===== config.mk =====
export PLATFORM = sky130hd
export DESIGN_NAME = ofdm_subcarrier_pilot_mapper
export DESIGN_NICKNAME = d
export VERILOG_FILES = /design/src/hw/rtl/ospm_pkg.sv /design/src/hw/rtl/ospm_front.sv /design/src/hw/rtl/ospm_queue.sv /design/src/hw/rtl/ospm_back.sv /design/src/hw/rtl/ofdm_subcarrier_pilot_mapper.sv
export SDC_FILE = /design/constraint.sdc
export NUM_CORES = 1
export LEC_CHECK = 0
export ABC_AREA = 1
export BUFFER_PORTS_ARGS = -buffer_cell sky130_fd_sc_hd__clkbuf_2
export CORE_ASPECT_RATIO = 0.6
export CORE_MARGIN = 4
export CORE_UTILIZATION = 29
export CTS_BUF_LIST = sky130_fd_sc_hd__clkbuf_8
export CTS_CLUSTER_SIZE = 8
export DETAILED_ROUTE_END_ITERATION = 12
export PLACE_DENSITY = 0.52
export SLEW_MARGIN = 25
export SYNTH_ARGS = -nofsm -noshare
export SYNTH_HDL_FRONTEND = slang
export SYNTH_SLANG_ARGS = --single-unit

===== constraint.sdc =====
create_clock -name clk -period 6.4 [get_ports clk]
set_input_delay 0.64 -clock clk [delete_from_list [all_inputs] [get_ports clk]]
set_output_delay 0.64 -clock clk [all_outputs]
set_load 0.02 [all_outputs]

===== src/hw/rtl/ospm_pkg.sv =====
// ----------------------------------------------------------------------------
// ospm_pkg
// Shared constants, types and carrier helpers for the OFDM pilot mapper.
// ----------------------------------------------------------------------------
`default_nettype none

package ospm_pkg;

    localparam int unsigned IDX_W           = 9;
    localparam int unsigned SAMPLE_W        = 16;
    localparam int unsigned AMP_W           = 15;
    localparam int unsigned CNT_W           = 9;
    localparam int unsigned OFF_W           = 5;
    localparam int unsigned NP_W            = 10;
    localparam int unsigned PILOT_PERIOD    = 22;
    localparam int unsigned PILOT_STEP      = 3;
    localparam int unsigned DATA_PER_SYMBOL = 336;
    localparam int unsigned QDEPTH          = 4;
    localparam int unsigned QPTR_W          = $clog2(QDEPTH);
    localparam int unsigned QCNT_W          = QPTR_W + 1;

    typedef logic [IDX_W-1:0]           idx_t;
    typedef logic signed [SAMPLE_W-1:0] sample_t;
    typedef logic [AMP_W-1:0]           amp_t;

    localparam idx_t FIRST_USED = 9'd79;
    localparam idx_t LAST_USED  = 9'd433;
    localparam idx_t DC_LO      = 9'd255;
    localparam idx_t DC_HI      = 9'd257;
    localparam amp_t AMP_RESET  = 15'd16384;

    typedef struct packed {
        logic    lead;
        idx_t    lead_idx;
        idx_t    data_idx;
        sample_t re;
        sample_t im;
        logic    trail;
        idx_t    trail_idx;
        logic    sym_end;
    } qentry_t;

    typedef struct packed {
        logic full;
        logic empty;
    } qstat_t;

    typedef enum logic [1:0] {
        ST_LEAD,
        ST_DATA,
        ST_TRAIL
    } stage_t;

    function automatic logic is_dc(input idx_t p);
        return (p >= DC_LO) && (p <= DC_HI);
    endfunction

    function automatic logic is_usable(input idx_t p);
        return (p >= FIRST_USED) && (p <= LAST_USED) && !is_dc(p);
    endfunction

    function automatic idx_t next_carrier(input idx_t p);
        idx_t p1;
        p1 = p + idx_t'(1);
        if (is_dc(p1))
        begin
            p1 = DC_HI + idx_t'(1);
        end
        return p1;
    endfunction

endpackage

`default_nettype wire


===== src/hw/rtl/ospm_front.sv =====
// ----------------------------------------------------------------------------
// ospm_front
// Accepts data symbols, tracks carrier position and pilot grid, and queues
// one descriptor per item (leading pilot, data carrier, trailing pilot).
// ----------------------------------------------------------------------------
`default_nettype none

module ospm_front (
    input  wire logic             clk,
    input  wire logic             rst_n,
    input  wire logic             in_valid,
    output logic                  in_ready,
    input  wire ospm_pkg::sample_t data_real,
    input  wire ospm_pkg::sample_t data_imag,
    input  wire ospm_pkg::qstat_t q_stat,
    output logic                  push,
    output ospm_pkg::qentry_t     entry
);
    import ospm_pkg::*;

    idx_t             pos_reg, pos_next;
    logic [NP_W-1:0]  np_reg, np_next;
    logic [OFF_W-1:0] off_reg, off_next;
    logic [CNT_W-1:0] count_reg, count_next;

    logic             lead, last, trail;
    idx_t             p1, p2;
    logic [NP_W-1:0]  np1, np2;
    logic [OFF_W-1:0] off_adv, off_sym;

    assign in_ready = !q_stat.full;
    assign push     = in_valid && in_ready;

    always_comb
    begin
        lead    = ({1'b0, pos_reg} == np_reg) && is_usable(pos_reg);
        p1      = lead ? next_carrier(pos_reg) : pos_reg;
        np1     = lead ? np_reg + NP_W'(PILOT_PERIOD) : np_reg;
        p2      = next_carrier(p1);
        np2     = (np1 < {1'b0, p2}) ? np1 + NP_W'(PILOT_PERIOD) : np1;
        last    = (count_reg == CNT_W'(DATA_PER_SYMBOL - 1));
        trail   = last && (np2 == {1'b0, p2}) && is_usable(p2);
        off_adv = off_reg + OFF_W'(PILOT_STEP);
        off_sym = (off_adv >= OFF_W'(PILOT_PERIOD)) ? off_adv - OFF_W'(PILOT_PERIOD) : off_adv;
    end

    always_comb
    begin
        entry.lead      = lead;
        entry.lead_idx  = pos_reg;
        entry.data_idx  = p1;
        entry.re        = data_real;
        entry.im        = data_imag;
        entry.trail     = trail;
        entry.trail_idx = p2;
        entry.sym_end   = last;
    end

    always_comb
    begin
        pos_next   = pos_reg;
        np_next    = np_reg;
        off_next   = off_reg;
        count_next = count_reg;
        if (push)
        begin
            if (last)
            begin
                pos_next   = FIRST_USED;
                np_next    = NP_W'(FIRST_USED) + NP_W'(off_sym);
                off_next   = off_sym;
                count_next = '0;
            end
            else
            begin
                pos_next   = p2;
                np_next    = np2;
                count_next = count_reg + CNT_W'(1);
            end
        end
    end

    always_ff @(posedge clk or negedge rst_n)
    begin
        if (!rst_n)
        begin
            pos_reg   <= FIRST_USED;
            np_reg    <= NP_W'(FIRST_USED);
            off_reg   <= '0;
            count_reg <= '0;
        end
        else
        begin
            pos_reg   <= pos_next;
            np_reg    <= np_next;
            off_reg   <= off_next;
            count_reg <= count_next;
        end
    end

endmodule

`default_nettype wire


===== src/hw/rtl/ospm_queue.sv =====
// ----------------------------------------------------------------------------
// ospm_queue
// Small register FIFO of item descriptors between front and back.
// ----------------------------------------------------------------------------
`default_nettype none

module ospm_queue (
    input  wire logic              clk,
    input  wire logic              rst_n,
    input  wire logic              push,
    input  wire ospm_pkg::qentry_t entry,
    input  wire logic              pop,
    output ospm_pkg::qentry_t      head,
    output ospm_pkg::qstat_t       q_stat
);
    import ospm_pkg::*;

    qentry_t           entries_reg [QDEPTH];
    logic [QPTR_W-1:0] wr_ptr_reg, wr_ptr_next;
    logic [QPTR_W-1:0] rd_ptr_reg, rd_ptr_next;
    logic [QCNT_W-1:0] count_reg, count_next;
    logic              do_push, do_pop;

    assign q_stat.full  = (count_reg == QCNT_W'(QDEPTH));
    assign q_stat.empty = (count_reg == '0);
    assign do_push      = push && !q_stat.full;
    assign do_pop       = pop && !q_stat.empty;
    assign head         = entries_reg[rd_ptr_reg];

    always_comb
    begin
        wr_ptr_next = do_push ? wr_ptr_reg + QPTR_W'(1) : wr_ptr_reg;
        rd_ptr_next = do_pop ? rd_ptr_reg + QPTR_W'(1) : rd_ptr_reg;
        count_next  = count_reg;
        if (do_push && !do_pop)
        begin
            count_next = count_reg + QCNT_W'(1);
        end
        else if (do_pop && !do_push)
        begin
            count_next = count_reg - QCNT_W'(1);
        end
    end

    always_ff @(posedge clk)
    begin
        if (do_push)
        begin
            entries_reg[wr_ptr_reg] <= entry;
        end
    end

    always_ff @(posedge clk or negedge rst_n)
    begin
        if (!rst_n)
        begin
            wr_ptr_reg <= '0;
            rd_ptr_reg <= '0;
            count_reg  <= '0;
        end
        else
        begin
            wr_ptr_reg <= wr_ptr_next;
            rd_ptr_reg <= rd_ptr_next;
            count_reg  <= count_next;
        end
    end

endmodule

`default_nettype wire


===== src/hw/rtl/ospm_back.sv =====
// ----------------------------------------------------------------------------
// ospm_back
// Walks each queued descriptor and drives one carrier per transfer into a
// registered output stage.
// ----------------------------------------------------------------------------
`default_nettype none

module ospm_back (
    input  wire logic              clk,
    input  wire logic              rst_n,
    input  wire ospm_pkg::amp_t    amp,
    input  wire ospm_pkg::qstat_t  q_stat,
    input  wire ospm_pkg::qentry_t head,
    output logic                   pop,
    output logic                   out_valid,
    input  wire logic              out_ready,
    output ospm_pkg::idx_t         carrier_index,
    output ospm_pkg::sample_t      carrier_real,
    output ospm_pkg::sample_t      carrier_imag,
    output logic                   is_pilot,
    output logic                   symbol_end
);
    import ospm_pkg::*;

    stage_t  state_reg, state_next;
    logic    out_valid_reg, out_valid_next;
    idx_t    idx_reg;
    sample_t re_reg, im_reg;
    logic    pil_reg, end_reg;

    logic    load, done;
    idx_t    r_idx;
    sample_t r_re, r_im, pilot_re;
    logic    r_pil, r_end;

    assign load     = !q_stat.empty && (!out_valid_reg || out_ready);
    assign pilot_re = sample_t'({1'b0, amp});

    always_comb
    begin
        r_idx = head.data_idx;
        r_re  = head.re;
        r_im  = head.im;
        r_pil = 1'b0;
        r_end = head.sym_end && !head.trail;
        done  = !head.trail;
        unique case (state_reg)
            ST_LEAD:
            begin
                if (head.lead)
                begin
                    r_idx = head.lead_idx;
                    r_re  = pilot_re;
                    r_im  = '0;
                    r_pil = 1'b1;
                    r_end = 1'b0;
                    done  = 1'b0;
                end
            end
            ST_DATA:
            begin
                r_pil = 1'b0;
            end
            ST_TRAIL:
            begin
                r_idx = head.trail_idx;
                r_re  = pilot_re;
                r_im  = '0;
                r_pil = 1'b1;
                r_end = 1'b1;
                done  = 1'b1;
            end
            default:
            begin
                done = 1'b1;
            end
        endcase
        pop = load && done;
    end

    always_comb
    begin
        state_next = state_reg;
        if (load)
        begin
            unique case (state_reg)
                ST_LEAD:
                begin
                    if (head.lead)
                        state_next = ST_DATA;
                    else if (head.trail)
                        state_next = ST_TRAIL;
                    else
                        state_next = ST_LEAD;
                end
                ST_DATA:  state_next = head.trail ? ST_TRAIL : ST_LEAD;
                ST_TRAIL: state_next = ST_LEAD;
                default:  state_next = ST_LEAD;
            endcase
        end
    end

    always_comb
    begin
        out_valid_next = out_valid_reg;
        if (load)
            out_valid_next = 1'b1;
        else if (out_ready)
            out_valid_next = 1'b0;
    end

    always_ff @(posedge clk or negedge rst_n)
    begin
        if (!rst_n)
        begin
            state_reg     <= ST_LEAD;
            out_valid_reg <= 1'b0;
        end
        else
        begin
            state_reg     <= state_next;
            out_valid_reg <= out_valid_next;
        end
    end

    always_ff @(posedge clk)
    begin
        if (load)
        begin
            idx_reg <= r_idx;
            re_reg  <= r_re;
            im_reg  <= r_im;
            pil_reg <= r_pil;
            end_reg <= r_end;
        end
    end

    assign out_valid     = out_valid_reg;
    assign carrier_index = idx_reg;
    assign carrier_real  = re_reg;
    assign carrier_imag  = im_reg;
    assign is_pilot      = pil_reg;
    assign symbol_end    = end_reg;

endmodule

`default_nettype wire


===== src/hw/rtl/ofdm_subcarrier_pilot_mapper.sv =====
// ----------------------------------------------------------------------------
// ofdm_subcarrier_pilot_mapper
// Maps data symbols onto a 512-carrier OFDM symbol with rotating pilots.
// The first carrier of an item is written to the descriptor queue, then to the output register.
// Throughput: one carrier per cycle from the single output register while out_ready is
// high and the queue is not empty; an item gives 1 to 3 carriers, 352 per 336 items.
// Input takes one item per cycle while the four-entry descriptor queue has room.
// Reset: pilot amplitude 16384, pilot phase 0, carrier 79; no clearing pass.
// ----------------------------------------------------------------------------
`default_nettype none

module ofdm_subcarrier_pilot_mapper (
    input  wire logic              clk,
    input  wire logic              rst_n,
    input  wire logic              cfg_valid,
    output logic                   cfg_ready,
    input  wire ospm_pkg::amp_t    pilot_amplitude,
    input  wire logic              in_valid,
    output logic                   in_ready,
    input  wire ospm_pkg::sample_t data_real,
    input  wire ospm_pkg::sample_t data_imag,
    output logic                   out_valid,
    input  wire logic              out_ready,
    output ospm_pkg::idx_t         carrier_index,
    output ospm_pkg::sample_t      carrier_real,
    output ospm_pkg::sample_t      carrier_imag,
    output logic                   is_pilot,
    output logic                   symbol_end
);
    import ospm_pkg::*;

    amp_t    amp_reg, amp_next;
    qentry_t entry, head;
    qstat_t  q_stat;
    logic    push, pop;

    assign cfg_ready = 1'b1;
    assign amp_next  = (cfg_valid && cfg_ready) ? pilot_amplitude : amp_reg;

    always_ff @(posedge clk or negedge rst_n)
    begin
        if (!rst_n)
            amp_reg <= AMP_RESET;
        else
            amp_reg <= amp_next;
    end

    ospm_front u_front (
        .clk       (clk),
        .rst_n     (rst_n),
        .in_valid  (in_valid),
        .in_ready  (in_ready),
        .data_real (data_real),
        .data_imag (data_imag),
        .q_stat    (q_stat),
        .push      (push),
        .entry     (entry)
    );

    ospm_queue u_queue (
        .clk    (clk),
        .rst_n  (rst_n),
        .push   (push),
        .entry  (entry),
        .pop    (pop),
        .head   (head),
        .q_stat (q_stat)
    );

    ospm_back u_back (
        .clk           (clk),
        .rst_n         (rst_n),
        .amp           (amp_reg),
        .q_stat        (q_stat),
        .head          (head),
        .pop           (pop),
        .out_valid     (out_valid),
        .out_ready     (out_ready),
        .carrier_index (carrier_index),
        .carrier_real  (carrier_real),
        .carrier_imag  (carrier_imag),
        .is_pilot      (is_pilot),
        .symbol_end    (symbol_end)
    );

endmodule

`default_nettype wire


After elaboration in Yosys (flattened, before gate mapping):

Memory sizes are Yosys's and may differ from the RTL's.
Index checks and enable logic that the tools add are counted.

* memories kept: 1
* bits in writable memories: 248
* register bits: 101
* input port bits: 52

Memory list
* u_queue.entries_reg: depth 4, bits a word 62, rd ports 1, clocked after Yosys merged registers in 0, wr ports 1, line ospm_queue.sv:18 `qentry_t entries_reg [QDEPTH];`

* order comparisons: 14
* eq/ne operators: 6
* reductions and logical operators: 33
* $add $sub $neg: 12
* multiplexer cells: 30

Operator list (number)
* $pmux W16 S2: 2
* $le A9 B9 Y1 const B: 6
* $mux W9: 6
* $ge A9 B8 Y1 const B: 4
* $mux W16: 2
* $mux W10: 3
* $add A9 B1 Y9 const B: 3
* $add A10 B5 Y10 const B: 2
* $logic_and A1 B1 Y1: 19
* $ge A9 B7 Y1 const B: 2
* $pmux W9 S2: 1
* $eq A10 B9 Y1: 1
* $eq A9 B10 Y1: 1
* $lt A10 B9 Y1: 1
* $eq A9 B9 Y1 const B: 1
* $add A7 B5 Y8 const A: 1
* $logic_not A1 Y1: 8
* $mux W1: 7
* $mux W3: 2
* $pmux W1 S2: 3
* $add A5 B2 Y5 const B: 1
* $ge A5 B5 Y1 const B: 1
* $mux W5: 1
* $sub A5 B5 Y5 const B: 1
* other kinds (13): 16

Longest topological paths before layout:

* word-level depth: 15
* mapped depth: 43
* mapped depth without buffers: 42

Cells and area by module:

Synthesis repeated with hierarchy kept, for this count alone.

* cell total of the unflattened synthesis: 1840
* area, all modules: 17850.9 µm²

By module, submodules not included
* ospm_queue: seq. area each 7622.3 µm², area each 10402.5 µm², cells each 784, instances 1
* ospm_front: seq. area each 838.3 µm², area each 4279.1 µm², cells each 672, instances 1
* ospm_back: seq. area each 1366.3 µm², area each 2548.7 µm², cells each 318, instances 1
* ofdm_subcarrier_pilot_mapper: seq. area each 376.6 µm², area each 620.6 µm², cells each 66, instances 1

Least setup slack after synthesis:

No wires, ideal clock.

* path kind: register to register
* start: register u_front.pos_reg[1]
* end: memory u_queue.entries_reg[0][10] (netlist bit) (data pin)
* cell stages (with the launch flop): 39
* period minus slack after synthesis: 5.303 ns
* setup time: 0.258 ns
* path buffers: 0
* data required time: 6.142 ns
* slack: 1.097 ns
* arrival: 5.044 ns
* cells stage by stage: dfstp_2 > ha_1 > nand3_1 > nor4_1 > ha_1 > inv_1 > nand4_1 > nand3_1 > nor2_1 > nor2_1 > ha_1 > nand3_1 > nor2_2 > nand3_1 > nor2_1 > nand2_1 > nand2_1 > inv_1 > [... 3 more ...] > inv_1 > ha_1 > inv_1 > nor2_1 > o211ai_1 > nand3_1 > nor2_1 > nand2_1 > o21ai_0 > nand2_1 > o21ai_0 > nand2_1 > inv_1 > nand2_1 > nand2_1 > nor2_1 > nand3_1 > nor2_1

RTL lines
* start: declaration: line ospm_front.sv:21 `idx_t pos_reg, pos_next;`
* start signal: assignment: line ospm_front.sv:94 `pos_reg <= pos_next;`
* end: declaration: line ospm_queue.sv:18

==> metrics.csv <==
metric;value;unit
total_power;9.76;mW
grt_usage;14.4;%
hold_viol;0;
initial_utilization;29.5;%
async_flop_share;16.6;%
die_w;312;µm
slew_headroom;33.6;%
synthToLayoutAreaGrowth;15.1;%
ant_nets;0;
layout_common_cells;edfxtp_1 (291), nand2_1 (245), nor2_1 (227);
core;0.0545;mm²
cp.arrival;6210;ps
period_minus_slack;5850;ps
synth_top_area_cell;edfxtp_1;
dr_total_vias;11500;
routedWlPerCell;18.0;µm
yosys.cell_types.count;46;
syn_inst;1543;
fin_nets;1743;
cts.clk_slew.worst_paths;70;ps
cts.sinks;349;
dp_hpwl;28000;µm
cp-startpoint;u_front.pos_reg[0];
tightest_slew;993;ps
timing.fmax;171;MHz
num-fill-cells;5510;
vdd_ir_drop_max;0.242;mV
reg2reg_depth;36;
drt-pass1-iter-count;6;
min_path_type;in2async;
fp.dieH;190;µm
timing.rr.start;u_front.pos_reg[0];
critPathLaunchType;flip-flop;
cts_tree;yes;
holdBufCountCts;0;
finalMaxSlewViolations;0;
routabilityCongestion;0.903;
antenna_found_initial;2;
synth_flop_cell;edfxtp_1;
final.period_utilization;91.3;%
cp_max_fo;13;
ys_ff_latch;349;
num_io_pins;98;
synth_top_area_share;54.4;%
grt_pass1_wl;67100;µm
power.static_leakage;7.30;nW
gr-total-overflow;0;
cp.required;6770;ps
h-tree-depth;2;
fin_worst_skew;45.9;ps
syn_area;0.0161;mm²
path_common_cell;nand2_1;
slowest_stage;dfstp_2;
endpoint;u_queue.entries_reg[2][10];
fin_hold_ws;215;ps
ys_warn_count;0;
regToRegSetupSlack;550;ps
placed_area;0.0174;mm²
drt_iter0_drc;1233;
largest_reg_flops;248;
netlist_top_cells_area;edfxtp_1 (54%), dfrtp_1 (7.3%), nand2_1 (5.8%);
port_buffers;96;
grt_pass1_vias;11100;
synth_edf_count;291;
grt_max_degree;69;
max_stage_delay;610;ps
syn_nets;1625;
insertion_delay;620;ps
fp-row-count;66;
cts_root_buffer;clkbuf_8;
setup_viol;0;
drc;0;
power_density;528;mW/mm²
end_kind;flip-flop;
path_class;reg2reg;
drive_gt1_share;17.3;%
outcome;finished clean;
drv_cap;0;
seq_area_frac_synth;63.6;%
ctsLongestPathBuffers;3;
cts_made_buffers;53;
synth.avg_cell_area;10.4;µm²
dieArea;0.0593;mm²
via_per_inst;4.78;
r2r_end;u_queue.entries_reg[2][10];
stdcell_area;0.0185;mm²
routed_wl;43300;µm
layout_commonest_cell;edfxtp_1;
==> synth_stat cells (5+ instances only) <==
| library cell | instances |
|---|---|
| a22oi_1 | 6 |
| o211ai_1 | 10 |
| nand2_4 | 7 |
| o22ai_1 | 41 |
| nand2_1 | 246 |
| a21oi_1 | 38 |
| nand3_1 | 67 |
| nand4_1 | 13 |
| edfxtp_1 | 291 |
| o21ai_0 | 182 |
| inv_2 | 11 |
| nand2_2 | 22 |
| xor2_1 | 20 |
| buf_1 | 6 |
| nor2_2 | 10 |
| inv_1 | 129 |
| clkbuf_1 | 48 |
| buf_4 | 7 |
| dfrtp_1 | 47 |
| o221ai_1 | 13 |
| ha_1 | 29 |
| nor2_1 | 235 |
| nor2_4 | 6 |
| dfstp_2 | 11 |
| xnor2_1 | 5 |
| nand3_2 | 7 |
==> stage by stage <==
step / util [%] / setup TNS [ps] / std cells / worst slack (ps)
6_report: 33.9 / 0 / 2413 / 554
5_1_grt: 33.9 / -255 / 2413 / -63.8
4_1_cts: 33.7 / 0 / 2403 / 288
3_5_place_dp: 31.9 / 0 / 2312 / 316
3_3_place_gp: 31.9 / 0 / 2312 / 486
2_1_floorplan: - / 0 / 1543 / 1100
==> routing by layer <==
| metal | wire, µm | part of all wire [%] | up-vias | GRT usage [%] |
|---|---|---|---|---|
| met3 | 3550 | 8.2 | 66 | 3.82 |
| li1 | - | - | 5536 | - |
| met2 | 17400 | 40 | 394 | 20.3 |
| met4 | 760 | 1.8 | 0 | 3.09 |
| met1 | 21600 | 50 | 5537 | 22.0 |
| met5 | 0 | 0 | - | 0 |
==> where the power goes <==
part | total (mW) | internal (mW) | switching, mW
clock | 1.74 | 0.881 | 0.860
combinational | 4.30 | 1.24 | 3.06
sequential | 3.72 | 3.36 | 0.360
total | 9.76 | 5.48 | 4.28
==> critical path, delay by kind of cell, from the launching register on <==
family | cells | cell delay, ps
compound gates | 1 | 180
xor+xnor | 1 | 370
fa+ha+maj | 4 | 1060
buf+inv | 4 | 280
flops | 1 | 610
simple gates | 26 | 3090
==> cell families (layout without fill, tap and decap cells) <==
kind of cell    after synthesis  count (layout)  synth area share (%)
compound gates              301             301                  10.4
xor+xnor                     25              25                  1.36
fa+ha+maj                    30              30                  2.38
buf+inv                     213             367                  5.39
flops                       349             349                  63.6
other cells                   1               3                0.0234
simple gates                624             624                  16.9
==> worst min path at each step <==
stage | start | cells past startpoint | endpoint
3_5_place_dp | amp_reg[14] | 2 | amp_reg[14]
6_report | rst_n | 2 | amp_reg[9]
3_3_place_gp | amp_reg[14] | 2 | amp_reg[14]
2_1_floorplan | rst_n | 0 | amp_reg[0]
5_1_grt | data_imag[8] | 1 | u_queue.entries_reg[3][19]
4_1_cts | out_ready | 2 | u_back.out_valid
==> what timing repair did <==
item,CTS,global route
buffers inserted,0,7
setup endpoints to repair,0,5
resized for setup,0,8
==> layout make-up <==
class | count | area, µm² | share of cell area (%)
Antenna cell | 2 | 5.00 | 0.0271
Timing Repair Buffer | 129 | 748 | 4.05
Sequential cell | 349 | 10200 | 55.2
Inverter | 147 | 561 | 3.03
Clock inverter | 32 | 176 | 0.955
Tap cell | 714 | 893 | 4.83
Clock buffer | 59 | 812 | 4.39
Multi-Input combinational cell | 981 | 5070 | 27.5
No activity file was read; power rests on OpenSTA's default activity.
